--- src/sv/lfsq_pkg.sv ---
// ----------------------------------------------------------------------------
// lfsq_pkg
// Shared types and constants for the largest free square finder.
// ----------------------------------------------------------------------------
package lfsq_pkg;

  localparam int SIZE_W     = 11;
  localparam int CFG_IDX_W  = 2;
  localparam int CFG_DATA_W = 13;
  localparam int ROWS_REG_W = 13;
  localparam int COLS_REG_W = 11;

  typedef logic [SIZE_W-1:0] sq_size_t;

  localparam sq_size_t SIZE_SAT = '1;

  typedef enum logic [CFG_IDX_W-1:0] {
    REG_GRID_ROWS = 2'd0,
    REG_GRID_COLS = 2'd1
  } cfg_reg_t;

  // position flags of one cell word
  typedef struct packed {
    logic first_row;
    logic first_col;
    logic last_cell;
  } cell_pos_t;

endpackage

--- src/sv/lfsq_core.sv ---
// ----------------------------------------------------------------------------
// lfsq_core
// Per-cell square size, left/diagonal history, best tracking and the
// result register.
// ----------------------------------------------------------------------------
module lfsq_core #(
  parameter int MAX_COLS = 1024,
  parameter int MAX_ROWS = 4096,
  localparam int CW = (MAX_COLS > 1) ? $clog2(MAX_COLS) : 1,
  localparam int RW = (MAX_ROWS > 1) ? $clog2(MAX_ROWS) : 1
) (
  input  logic                 clk,
  input  logic                 rst,
  input  logic                 clear,
  input  logic                 s1_valid,
  input  logic                 s1_free,
  input  logic [RW-1:0]        s1_row,
  input  logic [CW-1:0]        s1_col,
  input  lfsq_pkg::cell_pos_t  pos,
  input  lfsq_pkg::sq_size_t   up_data,
  output logic                 s1_fire,
  output lfsq_pkg::sq_size_t   size,
  output logic                 out_valid,
  input  logic                 out_ready,
  output logic [RW-1:0]        best_row,
  output logic [CW-1:0]        best_col,
  output lfsq_pkg::sq_size_t   best_size
);

  lfsq_pkg::sq_size_t left_size;
  lfsq_pkg::sq_size_t diag_size;
  lfsq_pkg::sq_size_t best_size_reg;
  logic [RW-1:0]      best_row_reg;
  logic [CW-1:0]      best_col_reg;

  lfsq_pkg::sq_size_t up;
  lfsq_pkg::sq_size_t left;
  lfsq_pkg::sq_size_t diag;
  lfsq_pkg::sq_size_t min_ul;
  lfsq_pkg::sq_size_t min_all;
  logic               better;

  assign up   = pos.first_row ? '0 : up_data;
  assign left = pos.first_col ? '0 : left_size;
  assign diag = (pos.first_row || pos.first_col) ? '0 : diag_size;

  assign min_ul  = (left < up) ? left : up;
  assign min_all = (diag < min_ul) ? diag : min_ul;

  always_comb begin
    if (!s1_free) begin
      size = '0;
    end else if (min_all == lfsq_pkg::SIZE_SAT) begin
      size = lfsq_pkg::SIZE_SAT;
    end else begin
      size = min_all + lfsq_pkg::sq_size_t'(1);
    end
  end

  assign better  = (size > best_size_reg);
  assign s1_fire = s1_valid && (!pos.last_cell || !out_valid || out_ready);

  always_ff @(posedge clk) begin
    if (rst || clear) begin
      left_size     <= '0;
      diag_size     <= '0;
      best_size_reg <= '0;
      best_row_reg  <= '0;
      best_col_reg  <= '0;
    end else if (s1_fire) begin
      if (pos.last_cell) begin
        left_size     <= '0;
        diag_size     <= '0;
        best_size_reg <= '0;
        best_row_reg  <= '0;
        best_col_reg  <= '0;
      end else begin
        left_size <= size;
        diag_size <= up;
        if (better) begin
          best_size_reg <= size;
          best_row_reg  <= s1_row;
          best_col_reg  <= s1_col;
        end
      end
    end
  end

  always_ff @(posedge clk) begin
    if (rst) begin
      out_valid <= 1'b0;
    end else if (s1_fire && pos.last_cell) begin
      out_valid <= 1'b1;
    end else if (out_ready) begin
      out_valid <= 1'b0;
    end
  end

  always_ff @(posedge clk) begin
    if (s1_fire && pos.last_cell) begin
      if (better) begin
        best_size <= size;
        best_row  <= s1_row;
        best_col  <= s1_col;
      end else begin
        best_size <= best_size_reg;
        best_row  <= best_row_reg;
        best_col  <= best_col_reg;
      end
    end
  end

  a_best_monotonic: assert property (@(posedge clk) disable iff (rst)
    (!clear && !(s1_fire && pos.last_cell)) |=> (best_size_reg >= $past(best_size_reg)))
    else $error("best size dropped within a grid");

  a_first_col_size: assert property (@(posedge clk) disable iff (rst)
    (s1_fire && s1_free && pos.first_col && !pos.last_cell && !clear) |=>
    (left_size == lfsq_pkg::sq_size_t'(1)))
    else $error("free cell in first column must have size 1");

  a_result_after_last: assert property (@(posedge clk) disable iff (rst)
    $rose(out_valid) |-> $past(s1_fire && pos.last_cell))
    else $error("result raised without a last cell");

endmodule

--- config.mk ---
export PLATFORM = sky130hd
export DESIGN_NAME = lfsq_core
export DESIGN_NICKNAME = d
export VERILOG_FILES = /design/src/sv/lfsq_pkg.sv /design/src/sv/lfsq_core.sv
export SDC_FILE = /design/constraint.sdc
export NUM_CORES = 1
export LEC_CHECK = 0
export BUFFER_PORTS_ARGS = -buffer_cell sky130_fd_sc_hd__buf_2
export CAP_MARGIN = 20
export CELL_PAD_IN_SITES_DETAIL_PLACEMENT = 1
export CELL_PAD_IN_SITES_GLOBAL_PLACEMENT = 1
export CORE_UTILIZATION = 44
export DETAILED_ROUTE_END_ITERATION = 12
export GPL_ROUTABILITY_DRIVEN = 0
export PLACE_DENSITY = 0.77
export SKIP_CTS_REPAIR_TIMING = 1
export SLEW_MARGIN = 20
export SYNTH_ARGS = -nofsm -noshare
export SYNTH_HDL_FRONTEND = slang
export SYNTH_SLANG_ARGS = --single-unit
--- constraint.sdc ---
create_clock -name clk -period 20.8 [get_ports clk]
set_input_delay 1.04 -clock clk [delete_from_list [all_inputs] [get_ports clk]]
set_output_delay 1.04 -clock clk [all_outputs]
set_load 0.01 [all_outputs]
# Word-level counts from Yosys, hierarchy flattened
# Index checks and enable logic that the tools add are counted.
# classes
mux	17
magnitude_cmp	3
reduce_logical	9
n_mul	0
shift	0
eq_ne	1
n_bitwise	0
n_div	0
addsub	1
# ops
op	count
2-to-1 mux 11 bit	11
2-to-1 mux 12 bit	2
less-than comparator 11 bit	2
2-to-1 mux 10 bit	2
adder 11 x 1 -> 11 bit, second input constant	1
equality test 11 bit, second input constant	1
greater-than comparator 11 bit	1
logical OR 1 bit	4
logical AND 1 bit	2
logical NOT 1 bit	2
2-to-1 mux 1 bit	2
nonzero test 2 bit	1
# word_totals
word_cells	40
mem_bits_ro	0
latchBits	0
memories	0
input_bits	42
ram_bits	0
output_inout_bits	46
ff_bits	89

# Depth between registers and ports, before layout
# logic_depth
word_depth	11
mapped_depth	46
depth_no_buf	39

# Worst setup path after synthesis
# Ideal clock, no wire load.
# synth_timing
path_kind	input to register
startpoint	in pos[1] (netlist bit)
endpoint	reg best_col[1], data pin
arrival_ns	8.952
path_slack_ns	11.588
path_stages	45
t_required_ns	20.540
path_buffers	9
path_cell_list	clkbuf_1 nor2b_1 ha_1 and4_1 nand2_1 a2111o_1 buf_2 and3_1 buf_2 clkbuf_1 o21ai_0 inv_1 ha_1 and4_1 nand2_1 a21oi_1 nand3_1 or3_1 (+9 left out) nand2b_2 o41ai_4 nor2_1 nor2_1 ha_1 nor2b_1 o21a_1 o21a_1 o21ai_0 nand2b_1 nand2_1 o21ai_0 o311ai_0 a21oi_1 or2_1 buf_6 buf_6 mux2_4
# synth_via
elab_chain_len	10
elab_cells_between_ends	13
classes_between	add/sub: 1; order compare: 3; eq/ne: 1; mux: 7; reduce/logical: 1
# synth_lines
item	line	rtl
from (decl)	lfsq_core.sv:19	input lfsq_pkg::cell_pos_t pos,
2-to-1 mux 11 bit	lfsq_core.sv:44	assign left = pos.first_col ? '0 : left_size;
less-than comparator 11 bit	lfsq_core.sv:47	assign min_ul = (left < up) ? left : up;
2-to-1 mux 11 bit	lfsq_core.sv:47	
less-than comparator 11 bit	lfsq_core.sv:48	assign min_all = (diag < min_ul) ? diag : min_ul;
2-to-1 mux 11 bit *	lfsq_core.sv:48	
adder 11 x 1 -> 11 bit / equality test 11 bit (equally long branches)	lfsq_core.sv:56, lfsq_core.sv:53	
2-to-1 mux 11 bit *	lfsq_core.sv:53	end else if (min_all == lfsq_pkg::SIZE_SAT) begin
2-to-1 mux 11 bit *	lfsq_core.sv:51	if (!s1_free) begin
via size[1]	lfsq_core.sv:22	output lfsq_pkg::sq_size_t size,
greater-than comparator 11 bit *	lfsq_core.sv:60	assign better = (size > best_size_reg);
2-to-1 mux 10 bit *	-	
to (signal assigned)	lfsq_core.sv:104	best_col <= s1_col;
to (signal assigned)	lfsq_core.sv:108	best_col <= best_col_reg;
to (decl)	lfsq_core.sv:26	output logic [CW-1:0] best_col,
# The timed path passes the listed nets; every way through them passes the cells marked *.
# A chain may end at the register's enable or synchronous reset.

# Worst setup path after layout
# layout_timing
startpoint	in pos[1] (netlist bit)
endpoint	reg best_col[0], data pin
# layout_via
elab_chain_len	10
elab_cells_between_ends	13
classes_between	add/sub: 1; order compare: 3; eq/ne: 1; mux: 7; reduce/logical: 1
# layout_lines
item	line
2-to-1 mux 11 bit	lfsq_core.sv:44
less-than comparator 11 bit	lfsq_core.sv:47
2-to-1 mux 11 bit	lfsq_core.sv:47
less-than comparator 11 bit	lfsq_core.sv:48
2-to-1 mux 11 bit *	lfsq_core.sv:48
adder 11 x 1 -> 11 bit / equality test 11 bit (equally long branches)	lfsq_core.sv:56, lfsq_core.sv:53
2-to-1 mux 11 bit *	lfsq_core.sv:53
2-to-1 mux 11 bit *	lfsq_core.sv:51
greater-than comparator 11 bit *	lfsq_core.sv:60
2-to-1 mux 10 bit *	-
# Every way passes the cells marked *; elsewhere a longest branch is shown, timed or not.

==> flow_summary.ini <==
[outcome]
outcome = complete, but fails checks
violations = design-rule violations

[floorplan]
die_y_um = 112
ios = 88
fp.coreArea_um2 = 11600
dieArea_um2 = 12500
initial_core_util = 0.458
rows = 39
die_w_um = 112

[sta]
fmax_mhz = 91.6
layout_setup_ws_ns = 9.88
finClkSkew_ns = 0.00667
tns_ns = 0
final-max-slew-violation-count = 0
period_needed_ns = 10.92
whs_ns = 0.469
max_slew_margin = 0.362
rsz0062_at_grt = false
setup_viol = 0
worst_pin_slew_ns = 0.955
hold_viol_final = 0
fin_crit_sh = 0.525

[logic_synthesis]
async_flop_share = 0
syn_area_um2 = 5320
synth_area_per_cell_um2 = 9.80
ys.flop_type = dfxtp_1
syn_nets = 614
synth-seq-area-share = 0.397
syn_inst = 543
yosysWarnings = 0
synth_edf_count = 33
ys_types = 59
ys_seq_elements = 89

[routing]
firstDrtPassIters = 8
via_count = 4498
routedWlPerCell_um = 19.9
drtAntennaViolNets = 0
drt_iter0_drc = 290
drt_wl_total_mm = 15.1
drc = 6
vias_per_cell = 5.93

[layout]
drive_above_1_share = 0.248
fin_nets = 682
area_growth_pct = 15.1
layout_commonest_cell = buf_2
final_cell_mix = buf_2 (87), dfxtp_1 (56), nor2_1 (44)
n_antenna_cell = 0
largest_register_ffs = 24

[worst_setup_path]
worstRegToRegCells = 37
critPathLaunch = pos[1]
critPathKind = in2reg
crit_arrival_ns = 11.01
rr_endpoint = best_col[0]
setup.worst_path.end_class = flop
r2r-start = left_size[8]
max_stage_delay_ns = 0.84
setup.worst_path.end = best_col[0]
critPathMaxFanout = 55
cpMaxStageDelayCell = and3_1
ff2ff_setup_slack_ns = 10.40
cpMostUsedCell = ha_1
worst_ep_required_time_ns = 20.90
critPathLaunchType = input pin

[grt]
grt_pass1_vias = 4747
gr-total-overflow = 0
track_usage = 0.250
antenna_found_initial = 0
grt_pass1_wl_mm = 24.7
grt_max_degree = 56

[cts]
cts_buffer_depth = 2
numCtsBuffers = 9
cts_tree = done
cts-htree-levels = 3
clk_pin_slew_ns = 0.06
cts.sinks = 89
root_buffer = clkbuf_16
clk_latency_ns = 0.35

[power]
leakage_nw = 2.49
ir_worst_vdd_v = 0.0000423
power_density_nw_per_um2 = 75.6

[hold_path]
hp-class = reg2reg

[run]
cap_violations = 0

[placed_design]
hpwl_mm = 10.9
portBuffers = 87
dpl_worst_slack_ns = 9.64
metrics by stage:
step / power [mW] / std cells / area [µm²] / util
3_5_place_dp: 0.296 / 743 / 5810 / 0.501
5_1_grt: 0.481 / 759 / 6130 / 0.527
4_1_cts: 0.466 / 759 / 6130 / 0.527
3_3_place_gp: 0.292 / 743 / 5810 / 0.501
2_1_floorplan: 0.277 / 543 / 5320 / -
6_report: 0.463 / 759 / 6130 / 0.527
final cells by class:
cell class	count	area, µm²
fill	1353	5490
multi-input combinational	395	2960
sequential	89	2110
timing repair buffer	91	465
clock buffer	11	253
tap	143	179
inverter	25	93.8
clock inverter	5	60.1
report_power, final:
| group | internal (mW) | switching, mW | leakage (nW) |
|---|---|---|---|
| clock | 0.100 | 0.0695 | 0.153 |
| combinational | 0.0422 | 0.0583 | 1.56 |
| sequential | 0.190 | 0.00232 | 0.776 |
| total | 0.333 | 0.130 | 2.49 |
layer usage:
metal | share of wire | up-vias | track usage | wire length [µm]
li1 | - | 2171 | - | -
met1 | 0.45 | 2197 | 0.321 | 6840
met2 | 0.49 | 107 | 0.428 | 7350
met3 | 0.040 | 23 | 0.0359 | 610
met4 | 0.019 | 0 | 0.0924 | 286
met5 | 0 | - | 0 | 0
synth_stat cells (7+ instances only):
library cell / instances / area [µm²]
buf_2: 9 / 45.0
a22oi_1: 11 / 82.6
edfxtp_1: 33 / 991
a32o_1: 32 / 320
dfxtp_1: 56 / 1120
o21ai_0: 14 / 70.1
and2_1: 7 / 43.8
nand2b_1: 14 / 87.6
xnor2_1: 7 / 61.3
nand4_1: 8 / 50.1
nor2b_1: 17 / 106
nor2_1: 45 / 169
ha_1: 29 / 363
mux2_4: 28 / 420
a21oi_1: 43 / 215
inv_1: 24 / 90.1
nor3_1: 19 / 95.1
clkbuf_1: 17 / 63.8
a31oi_1: 7 / 43.8
nand2_1: 28 / 105
nand3_1: 9 / 45.0
o21a_1: 7 / 52.6
cell families (layout without fill, tap and decap cells):
family / Yosys count / count (layout) / synth area share
flip-flops: 89 / 89 / 0.397
AO/OA/AOI/OAI: 150 / 150 / 0.210
XOR/XNOR: 9 / 9 / 0.0148
adder cells (fa/ha/maj): 30 / 30 / 0.0701
multiplexers: 38 / 38 / 0.0988
AND/OR/NAND/NOR: 168 / 168 / 0.160
buffers and inverters: 59 / 132 / 0.0501
worst max-delay path, delay by kind of cell:
kind	cells	cell delay, ns
compound gates	17	4.34
fa+ha+maj	4	1.14
buf+inv	3	0.95
mux	1	0.42
simple gates	13	3.08
worst min path at each step:
stage / startpoint / end / slack [ns] / depth (start not counted)
after global placement: best_col_reg[0] / best_col_reg[0] / 0.44 / 1
after floorplan: left_size[9] / left_size[9] / 0.43 / 2
final: best_col_reg[3] / best_col_reg[3] / 0.47 / 1
after detailed placement: best_col_reg[3] / best_col_reg[3] / 0.46 / 1
after global routing: best_row_reg[4] / best_row_reg[4] / 0.48 / 1
after CTS: best_row_reg[4] / best_row_reg[4] / 0.47 / 1
Note: power is estimated with default switching activity, not from simulation.
